`config.mk`:
```
export PLATFORM = sky130hd
export DESIGN_NAME = sm4_block_encrypt
export DESIGN_NICKNAME = d
export VERILOG_FILES = /design/src/rtl/sm4_pkg.sv /design/src/rtl/sm4_key_ram.sv /design/src/rtl/sm4_round.sv /design/src/rtl/sm4_block_encrypt.sv
export VERILOG_INCLUDE_DIRS = /design/src /design/src/rtl
export SDC_FILE = /design/constraint.sdc
export NUM_CORES = 2
export LEC_CHECK = 0
export BUFFER_PORTS_ARGS = -buffer_cell sky130_fd_sc_hd__buf_4
export CORE_MARGIN = 1.5
export CORE_UTILIZATION = 55
export CTS_BUF_LIST = sky130_fd_sc_hd__clkbuf_8
export CTS_CLUSTER_DIAMETER = 100
export DETAILED_ROUTE_END_ITERATION = 16
export PLACE_DENSITY = 0.74
export SLEW_MARGIN = 0
export SYNTH_ARGS = -nofsm -noshare
export SYNTH_HDL_FRONTEND = slang
export SYNTH_SLANG_ARGS = --single-unit
```
`constraint.sdc`:
```
create_clock -name clk_i -period 21.6 [get_ports clk_i]
set_input_delay 2.16 -clock clk_i [delete_from_list [all_inputs] [get_ports clk_i]]
set_output_delay 2.16 -clock clk_i [all_outputs]
set_load 0.1 [all_outputs]
```
`src/rtl/assert_macros.svh`:
```
// Assertion macros, included by sm4_block_encrypt.
// Define NO_ASSERTIONS to compile them out; no other dependencies.
`ifndef ASSERT_MACROS_SVH
`define ASSERT_MACROS_SVH

`ifndef NO_ASSERTIONS

// Property must hold on every rising clock edge outside reset.
`define ASSERT_PROP(label, clk, rst_n, prop) \
  label: assert property (@(posedge clk) disable iff (!(rst_n)) (prop)) \
    else $error("assertion failed");

// Expression must never be true outside reset.
`define ASSERT_NEVER(label, clk, rst_n, expr) \
  label: assert property (@(posedge clk) disable iff (!(rst_n)) !(expr)) \
    else $error("forbidden condition seen");

`else

`define ASSERT_PROP(label, clk, rst_n, prop)
`define ASSERT_NEVER(label, clk, rst_n, expr)

`endif

`endif

```
`src/rtl/sm4_pkg.sv`:
```
// Shared types, constants and the S-box for the SM4 block cipher core.
// No dependencies; imported by every module of the core.
package sm4_pkg;

  localparam int unsigned NUM_ROUNDS = 32;
  localparam int unsigned RND_W      = $clog2(NUM_ROUNDS);

  typedef enum logic {
    REQ_KEY = 1'b0,
    REQ_ENC = 1'b1
  } sm4_req_e;

  typedef struct packed {
    sm4_req_e    req_type;
    logic [4:0]  key_index;
    logic [31:0] key_word;
    logic [63:0] block_high;
    logic [63:0] block_low;
  } sm4_in_t;

  typedef struct packed {
    logic [63:0] cipher_high;
    logic [63:0] cipher_low;
  } sm4_out_t;

  // Round-key store write port.
  typedef struct packed {
    logic             en;
    logic [RND_W-1:0] addr;
    logic [31:0]      data;
  } sm4_key_wr_t;

  localparam logic [7:0] SBOX [256] = '{
    8'hd6,8'h90,8'he9,8'hfe,8'hcc,8'he1,8'h3d,8'hb7,8'h16,8'hb6,8'h14,8'hc2,8'h28,8'hfb,8'h2c,8'h05,
    8'h2b,8'h67,8'h9a,8'h76,8'h2a,8'hbe,8'h04,8'hc3,8'haa,8'h44,8'h13,8'h26,8'h49,8'h86,8'h06,8'h99,
    8'h9c,8'h42,8'h50,8'hf4,8'h91,8'hef,8'h98,8'h7a,8'h33,8'h54,8'h0b,8'h43,8'hed,8'hcf,8'hac,8'h62,
    8'he4,8'hb3,8'h1c,8'ha9,8'hc9,8'h08,8'he8,8'h95,8'h80,8'hdf,8'h94,8'hfa,8'h75,8'h8f,8'h3f,8'ha6,
    8'h47,8'h07,8'ha7,8'hfc,8'hf3,8'h73,8'h17,8'hba,8'h83,8'h59,8'h3c,8'h19,8'he6,8'h85,8'h4f,8'ha8,
    8'h68,8'h6b,8'h81,8'hb2,8'h71,8'h64,8'hda,8'h8b,8'hf8,8'heb,8'h0f,8'h4b,8'h70,8'h56,8'h9d,8'h35,
    8'h1e,8'h24,8'h0e,8'h5e,8'h63,8'h58,8'hd1,8'ha2,8'h25,8'h22,8'h7c,8'h3b,8'h01,8'h21,8'h78,8'h87,
    8'hd4,8'h00,8'h46,8'h57,8'h9f,8'hd3,8'h27,8'h52,8'h4c,8'h36,8'h02,8'he7,8'ha0,8'hc4,8'hc8,8'h9e,
    8'hea,8'hbf,8'h8a,8'hd2,8'h40,8'hc7,8'h38,8'hb5,8'ha3,8'hf7,8'hf2,8'hce,8'hf9,8'h61,8'h15,8'ha1,
    8'he0,8'hae,8'h5d,8'ha4,8'h9b,8'h34,8'h1a,8'h55,8'had,8'h93,8'h32,8'h30,8'hf5,8'h8c,8'hb1,8'he3,
    8'h1d,8'hf6,8'he2,8'h2e,8'h82,8'h66,8'hca,8'h60,8'hc0,8'h29,8'h23,8'hab,8'h0d,8'h53,8'h4e,8'h6f,
    8'hd5,8'hdb,8'h37,8'h45,8'hde,8'hfd,8'h8e,8'h2f,8'h03,8'hff,8'h6a,8'h72,8'h6d,8'h6c,8'h5b,8'h51,
    8'h8d,8'h1b,8'haf,8'h92,8'hbb,8'hdd,8'hbc,8'h7f,8'h11,8'hd9,8'h5c,8'h41,8'h1f,8'h10,8'h5a,8'hd8,
    8'h0a,8'hc1,8'h31,8'h88,8'ha5,8'hcd,8'h7b,8'hbd,8'h2d,8'h74,8'hd0,8'h12,8'hb8,8'he5,8'hb4,8'hb0,
    8'h89,8'h69,8'h97,8'h4a,8'h0c,8'h96,8'h77,8'h7e,8'h65,8'hb9,8'hf1,8'h09,8'hc5,8'h6e,8'hc6,8'h84,
    8'h18,8'hf0,8'h7d,8'hec,8'h3a,8'hdc,8'h4d,8'h20,8'h79,8'hee,8'h5f,8'h3e,8'hd7,8'hcb,8'h39,8'h48
  };

  function automatic logic [7:0] sbox(input logic [7:0] b);
    return SBOX[b];
  endfunction

endpackage

```
`src/rtl/sm4_key_ram.sv`:
```
// Round-key store: 32 words, one write port, one read port with registered data.
// Depends on sm4_pkg for the write-port struct and widths.
module sm4_key_ram
  import sm4_pkg::*;
(
  input  logic             clk_i,
  input  sm4_key_wr_t      wr_i,
  input  logic [RND_W-1:0] rd_addr_i,
  output logic [31:0]      rd_data_o
);

  logic [31:0] mem [NUM_ROUNDS];
  logic [31:0] rd_data_q;

  always_ff @(posedge clk_i) begin
    if (wr_i.en) begin
      mem[wr_i.addr] <= wr_i.data;
    end
    rd_data_q <= mem[rd_addr_i];
  end

  assign rd_data_o = rd_data_q;

endmodule

```
`src/rtl/sm4_round.sv`:
```
// One SM4 round: key XOR, byte substitution, linear mix, fold into X0.
// Depends on sm4_pkg for the S-box.
module sm4_round
  import sm4_pkg::*;
(
  input  logic [31:0] x0_i,
  input  logic [31:0] x1_i,
  input  logic [31:0] x2_i,
  input  logic [31:0] x3_i,
  input  logic [31:0] rk_i,
  output logic [31:0] x_new_o
);

  logic [31:0] a;
  logic [31:0] b;
  logic [31:0] l;

  always_comb begin
    a = x1_i ^ x2_i ^ x3_i ^ rk_i;
    b = {sbox(a[31:24]), sbox(a[23:16]), sbox(a[15:8]), sbox(a[7:0])};
    // L(B) = B ^ rotl2 ^ rotl10 ^ rotl18 ^ rotl24
    l = b
      ^ {b[29:0], b[31:30]}
      ^ {b[21:0], b[31:22]}
      ^ {b[13:0], b[31:14]}
      ^ {b[7:0],  b[31:8]};
    x_new_o = x0_i ^ l;
  end

endmodule

```
`src/rtl/sm4_block_encrypt.sv`:
```
// SM4 block cipher core top level: sequencer, state words and output register.
// Depends on sm4_pkg, sm4_key_ram, sm4_round and assert_macros.svh.
//
//   channel | signals                              | item
//   --------+--------------------------------------+------------------------------
//   in      | in_valid_i, in_ready_o, in_data_i    | key write or 128-bit block
//   out     | out_valid_o, out_ready_i, out_data_o | 128-bit cipher block
//
// A block runs in the round unit at one round per cycle, the key word for each
// round read from the key store one round ahead; the last round waits for the
// output register, which then holds the result. in_ready_o is low while rounds
// run. A result not yet taken holds the last round until the output register
// frees. Reset clears control only; the key store is undefined until written.
`include "assert_macros.svh"

module sm4_block_encrypt
  import sm4_pkg::*;
(
  input  logic     clk_i,
  input  logic     rst_ni,
  input  logic     in_valid_i,
  output logic     in_ready_o,
  input  sm4_in_t  in_data_i,
  output logic     out_valid_o,
  input  logic     out_ready_i,
  output sm4_out_t out_data_o
);

  typedef enum logic {
    ST_IDLE,
    ST_RUN
  } state_e;

  localparam logic [RND_W-1:0] LastRnd = RND_W'(NUM_ROUNDS - 1);

  state_e           state_q, state_d;
  logic [RND_W-1:0] cnt_q, cnt_d;
  logic [31:0]      x_q [4];
  logic [31:0]      x_d [4];
  logic             out_valid_q, out_valid_d;
  sm4_out_t         out_q, out_d;

  logic             in_acc;
  logic             finish;
  logic             advance;
  sm4_key_wr_t      key_wr;
  logic [RND_W-1:0] rd_addr;
  logic [31:0]      rk;
  logic [31:0]      x_new;

  assign in_ready_o  = (state_q == ST_IDLE);
  assign in_acc      = in_valid_i && in_ready_o;
  assign out_valid_o = out_valid_q;
  assign out_data_o  = out_q;

  assign key_wr.en   = in_acc && (in_data_i.req_type == REQ_KEY);
  assign key_wr.addr = in_data_i.key_index;
  assign key_wr.data = in_data_i.key_word;

  // Last round may complete only once the output register is free.
  assign finish  = (state_q == ST_RUN) && (cnt_q == LastRnd) &&
                   (!out_valid_q || out_ready_i);
  assign advance = (state_q == ST_RUN) && ((cnt_q != LastRnd) || finish);

  // Fetch the key word one round ahead; hold the address while stalled.
  always_comb begin
    if (state_q == ST_IDLE) begin
      rd_addr = '0;
    end else if (advance) begin
      rd_addr = cnt_q + RND_W'(1);
    end else begin
      rd_addr = cnt_q;
    end
  end

  sm4_key_ram u_key_ram (
    .clk_i     (clk_i),
    .wr_i      (key_wr),
    .rd_addr_i (rd_addr),
    .rd_data_o (rk)
  );

  sm4_round u_round (
    .x0_i    (x_q[0]),
    .x1_i    (x_q[1]),
    .x2_i    (x_q[2]),
    .x3_i    (x_q[3]),
    .rk_i    (rk),
    .x_new_o (x_new)
  );

  always_comb begin
    state_d     = state_q;
    cnt_d       = cnt_q;
    x_d         = x_q;
    out_valid_d = out_valid_q;
    out_d       = out_q;

    if (out_valid_q && out_ready_i) begin
      out_valid_d = 1'b0;
    end

    unique case (state_q)
      ST_IDLE: begin
        if (in_acc && (in_data_i.req_type == REQ_ENC)) begin
          x_d[0]  = in_data_i.block_high[63:32];
          x_d[1]  = in_data_i.block_high[31:0];
          x_d[2]  = in_data_i.block_low[63:32];
          x_d[3]  = in_data_i.block_low[31:0];
          cnt_d   = '0;
          state_d = ST_RUN;
        end
      end
      ST_RUN: begin
        if (finish) begin
          // Final words leave in reverse order.
          out_d.cipher_high = {x_new, x_q[3]};
          out_d.cipher_low  = {x_q[2], x_q[1]};
          out_valid_d       = 1'b1;
          cnt_d             = '0;
          state_d           = ST_IDLE;
        end else if (advance) begin
          x_d[0] = x_q[1];
          x_d[1] = x_q[2];
          x_d[2] = x_q[3];
          x_d[3] = x_new;
          cnt_d  = cnt_q + RND_W'(1);
        end
      end
      default: begin
        state_d = ST_IDLE;
      end
    endcase
  end

  always_ff @(posedge clk_i or negedge rst_ni) begin
    if (!rst_ni) begin
      state_q     <= ST_IDLE;
      cnt_q       <= '0;
      out_valid_q <= 1'b0;
    end else begin
      state_q     <= state_d;
      cnt_q       <= cnt_d;
      out_valid_q <= out_valid_d;
    end
  end

  always_ff @(posedge clk_i) begin
    x_q   <= x_d;
    out_q <= out_d;
  end

  `ASSERT_PROP(a_enc_starts_run, clk_i, rst_ni, (in_acc && (in_data_i.req_type == REQ_ENC)) |=> ((state_q == ST_RUN) && (cnt_q == '0)))
  `ASSERT_PROP(a_stall_holds_last, clk_i, rst_ni, ((state_q == ST_RUN) && (cnt_q == LastRnd) && out_valid_q && !out_ready_i) |=> ((state_q == ST_RUN) && (cnt_q == LastRnd) && out_valid_q))
  `ASSERT_NEVER(a_idle_cnt_clear, clk_i, rst_ni, (state_q == ST_IDLE) && (cnt_q != '0))
  `ASSERT_PROP(a_finish_sets_out, clk_i, rst_ni, finish |=> (out_valid_q && (state_q == ST_IDLE)))

endmodule
```
==> flow_metrics.env <==
export IMPL_ys_flop_type="edfxtp_1"
export IMPL_finalSetupTns_ns=0
export IMPL_skew_ns=0.0685
export IMPL_synthArstFlopShare_pct=0.531
export IMPL_grt_pass1_vias=45200
export IMPL_via_per_inst=7.01
export IMPL_dr_wl_met2_um=98800
export IMPL_dieArea_sq_um=120000
export IMPL_crit_type="flip-flop to flip-flop"
export IMPL_top_layer="met5"
export IMPL_synthesis_nets=4970
export IMPL_htree_num_levels=4
export IMPL_post_route_period_util_pct=28.4
export IMPL_ys_seq_elements=1319
export IMPL_wl_met1_um=82200
export IMPL_core_area_sq_um=117000
export IMPL_clock_path_buffers=3
export IMPL_drt_drc_violations_left=0
export IMPL_fmax_ghz=0.163
export IMPL_die_h_um=347
export IMPL_report_final_hold_viol_count=0
export IMPL_setup_ws_ns=15.47
export IMPL_drt_pass1_iterations=9
export IMPL_rsz0062_at_grt="false"
export IMPL_post_place_ws_ns=14.96
export IMPL_post_cts_buffers=0
export IMPL_route_detailed_wl_per_inst_um=32.3
export IMPL_insertion_delay_ns=0.92
export IMPL_ant_nets=0
export IMPL_syn_area_sq_um=64900
export IMPL_start_util_pct=55.6
export IMPL_wl_met3_um=26800
export IMPL_wl_um=217000
export IMPL_cts_resized=0
export IMPL_cts_tree="done"
export IMPL_setup_violations=0
export IMPL_nets=5216
export IMPL_outcome="finished, final reports clean"
export IMPL_avgSynthCellArea_sq_um=13.6
export IMPL_globalRouteTotalUtil_pct=35.6
export IMPL_cp_start_kind="flip-flop"
export IMPL_grt_pass1_wl_um=314000
export IMPL_synth_seq_area_share_pct=60.5
export IMPL_drtIter0Drc=7290
export IMPL_cts_buffers=203
export IMPL_slew_violations=0
export IMPL_maxCapViolCount=0
export IMPL_ctsHoldBuffers=0
export IMPL_synth_edf_count=1280
export IMPL_critPathArrivalTime_ns=6.87
export IMPL_hold_class="flip-flop to flip-flop"
export IMPL_tightest_slew_ns=1.34
export IMPL_cts_sinks=1319
export IMPL_synthToLayoutAreaGrowth_pct=12.3
export IMPL_maxSlewHeadroom_pct=9.76
export IMPL_rrSetupSlack_ns=15.47
export IMPL_layout_drive_gt1_share_pct=23.8
export IMPL_ios=300
export IMPL_dieWidth_um=347
export IMPL_rows=125
export IMPL_cts_root_buf="clkbuf_8"
export IMPL_synth_cell_type_count=101
export IMPL_grt_overflow=0
export IMPL_hpwl_um=134000
export IMPL_path_max_fanout=60
export IMPL_required_ns=22.34
export IMPL_grt_max_degree=146
export IMPL_clkTransAtPathRegs_ns=0.06
export IMPL_critPathCaptureType="flip-flop"
export IMPL_grt_antenna_before_repair=5
export IMPL_yosys_warnings=0
export IMPL_n_fill_cell=8664
export IMPL_gp_congestion=1.03
export IMPL_period_needed_ns=6.13
export IMPL_io_buffer_count=299
export IMPL_syn_inst=4760
export IMPL_vias=46900
[layer usage]
metal | track usage [%] | up-vias
met5 | 0 | -
met4 | 14.0 | 2
met3 | 8.87 | 577
met2 | 53.9 | 3609
met1 | 49.8 | 23400
li1 | - | 19300
[critical path, cell delays in order (launching register included)]
cell and delay (ns):
edfxtp_1 0.46, xnor2_1 0.56, xnor2_4 0.17, buf_4 0.46, inv_2 0.28, buf_4 0.41, xnor2_2 0.60, mux2i_1 0.14
a2111oi_0 0.62, a32oi_1 0.10, o211ai_1 0.70, xnor2_2 0.25, xor2_1 0.25, xnor2_1 0.61, mux2_2 0.30
[state kept, by name, indices dropped and copies added, names as in the netlist]
signal / count
state_q: 1
x_q: 128
u_key_ram.rd_data_o: 32
out_valid_o: 1
cnt_q: 5
u_key_ram.mem: 1024
out_data_o: 128
[final timing paths]
path                         start             end  depth (start not counted)
setup / recovery           x_q[50]         x_q[24]                         14
hold / removal             x_q[60]  out_data_o[60]                          0
setup reg to reg           x_q[50]         x_q[24]                         14
hold reg to reg            x_q[60]  out_data_o[60]                          0
max in group asynchronous   rst_ni         state_q                          1
min in group asynchronous   rst_ni     out_valid_o                          1
[per-stage QoR]
step	area (sq um)	cells	hold slack (ns)	util, %
final	72900	6696	0.488	62.5
after global routing	72900	6695	0.506	62.5
after CTS	72900	6690	0.493	62.5
after detailed placement	69100	6325	0.482	59.3
after global placement	69100	6325	0.472	59.3
after floorplan	64900	4760	0.465	-
[cell usage in the layout (no fill, tap or decap), types with 15 or more instances in the layout]
| master | count |
|---|---|
| o22ai_1 | 23 |
| nor2_4 | 34 |
| o31ai_1 | 24 |
| a311o_1 | 16 |
| a31oi_1 | 50 |
| xor2_1 | 61 |
| clkinv_1 | 53 |
| clkinv_2 | 15 |
| dfxtp_1 | 32 |
| nor2_1 | 229 |
| xnor2_1 | 133 |
| buf_4 | 431 |
| o211ai_1 | 58 |
| a2111oi_0 | 21 |
| nand4_1 | 32 |
| a21oi_1 | 176 |
| mux2_2 | 129 |
| nand3_1 | 239 |
| xor2_2 | 16 |
| edfxtp_1 | 1280 |
| nand2b_1 | 18 |
| mux4_2 | 274 |
| a311oi_1 | 45 |
| inv_1 | 92 |
| o32ai_1 | 17 |
| o21ai_0 | 179 |
| xnor2_2 | 22 |
| a32oi_1 | 19 |
| a221oi_1 | 43 |
| o311ai_0 | 32 |
| a211oi_1 | 42 |
| nand2_1 | 551 |
| o2111ai_1 | 24 |
| nor3_1 | 77 |
| clkbuf_8 | 216 |
| mux2i_1 | 52 |
| o221ai_1 | 44 |
| ha_1 | 40 |
| and3_1 | 18 |
[synthesized netlist by cell type (19+ instances only)]
master | number | area share, %
nand4_1 | 32 | 0.31
o22ai_1 | 23 | 0.22
mux4_2 | 274 | 9.5
dfxtp_1 | 32 | 0.99
o211ai_1 | 58 | 0.67
a311oi_1 | 45 | 0.61
a31oi_1 | 50 | 0.48
a221oi_1 | 43 | 0.58
a32oi_1 | 19 | 0.26
a2111oi_0 | 21 | 0.28
a21oi_1 | 178 | 1.4
xnor2_1 | 146 | 2.0
o21ai_0 | 179 | 1.4
nor2_1 | 263 | 1.5
nor3_1 | 77 | 0.59
o311ai_0 | 32 | 0.43
o221ai_1 | 44 | 0.59
buf_2 | 77 | 0.59
ha_1 | 40 | 0.77
nand2_1 | 554 | 3.2
inv_1 | 28 | 0.16
edfxtp_1 | 1280 | 59
clkbuf_1 | 227 | 1.3
o2111ai_1 | 24 | 0.32
buf_1 | 68 | 0.39
xor2_1 | 74 | 1.0
a211oi_1 | 42 | 0.49
o31ai_1 | 24 | 0.28
mux2_2 | 129 | 2.2
mux2i_1 | 52 | 0.80
nand3_1 | 239 | 1.8
[cell families (layout without fill, tap and decap cells)]
family | after synthesis | after routing | share of synthesized area [%]
other | 0 | 6 | 0
AND/OR/NAND/NOR | 1276 | 1276 | 8.63
adder cells (fa/ha/maj) | 40 | 40 | 0.771
flip-flops | 1319 | 1319 | 60.5
buffers and inverters | 428 | 834 | 2.77
multiplexers | 457 | 457 | 12.6
XOR/XNOR | 255 | 255 | 3.95
AO/OA/AOI/OAI | 985 | 985 | 10.8
[cell type report]
cell class	instances	area [sq um]	share of cell area (%)
Sequential cell	1319	39300	53.8
Inverter	35	131	0.180
Clock buffer	216	2970	4.08
Antenna cell	6	15.0	0.0206
Clock inverter	149	791	1.08
Multi-Input combinational cell	3013	24600	33.7
Timing Repair Buffer	434	3300	4.52
Tap cell	1524	1910	2.61
Power is not shown: default switching activity piles up to over one toggle a cycle in this logic, so the estimate is an artifact.
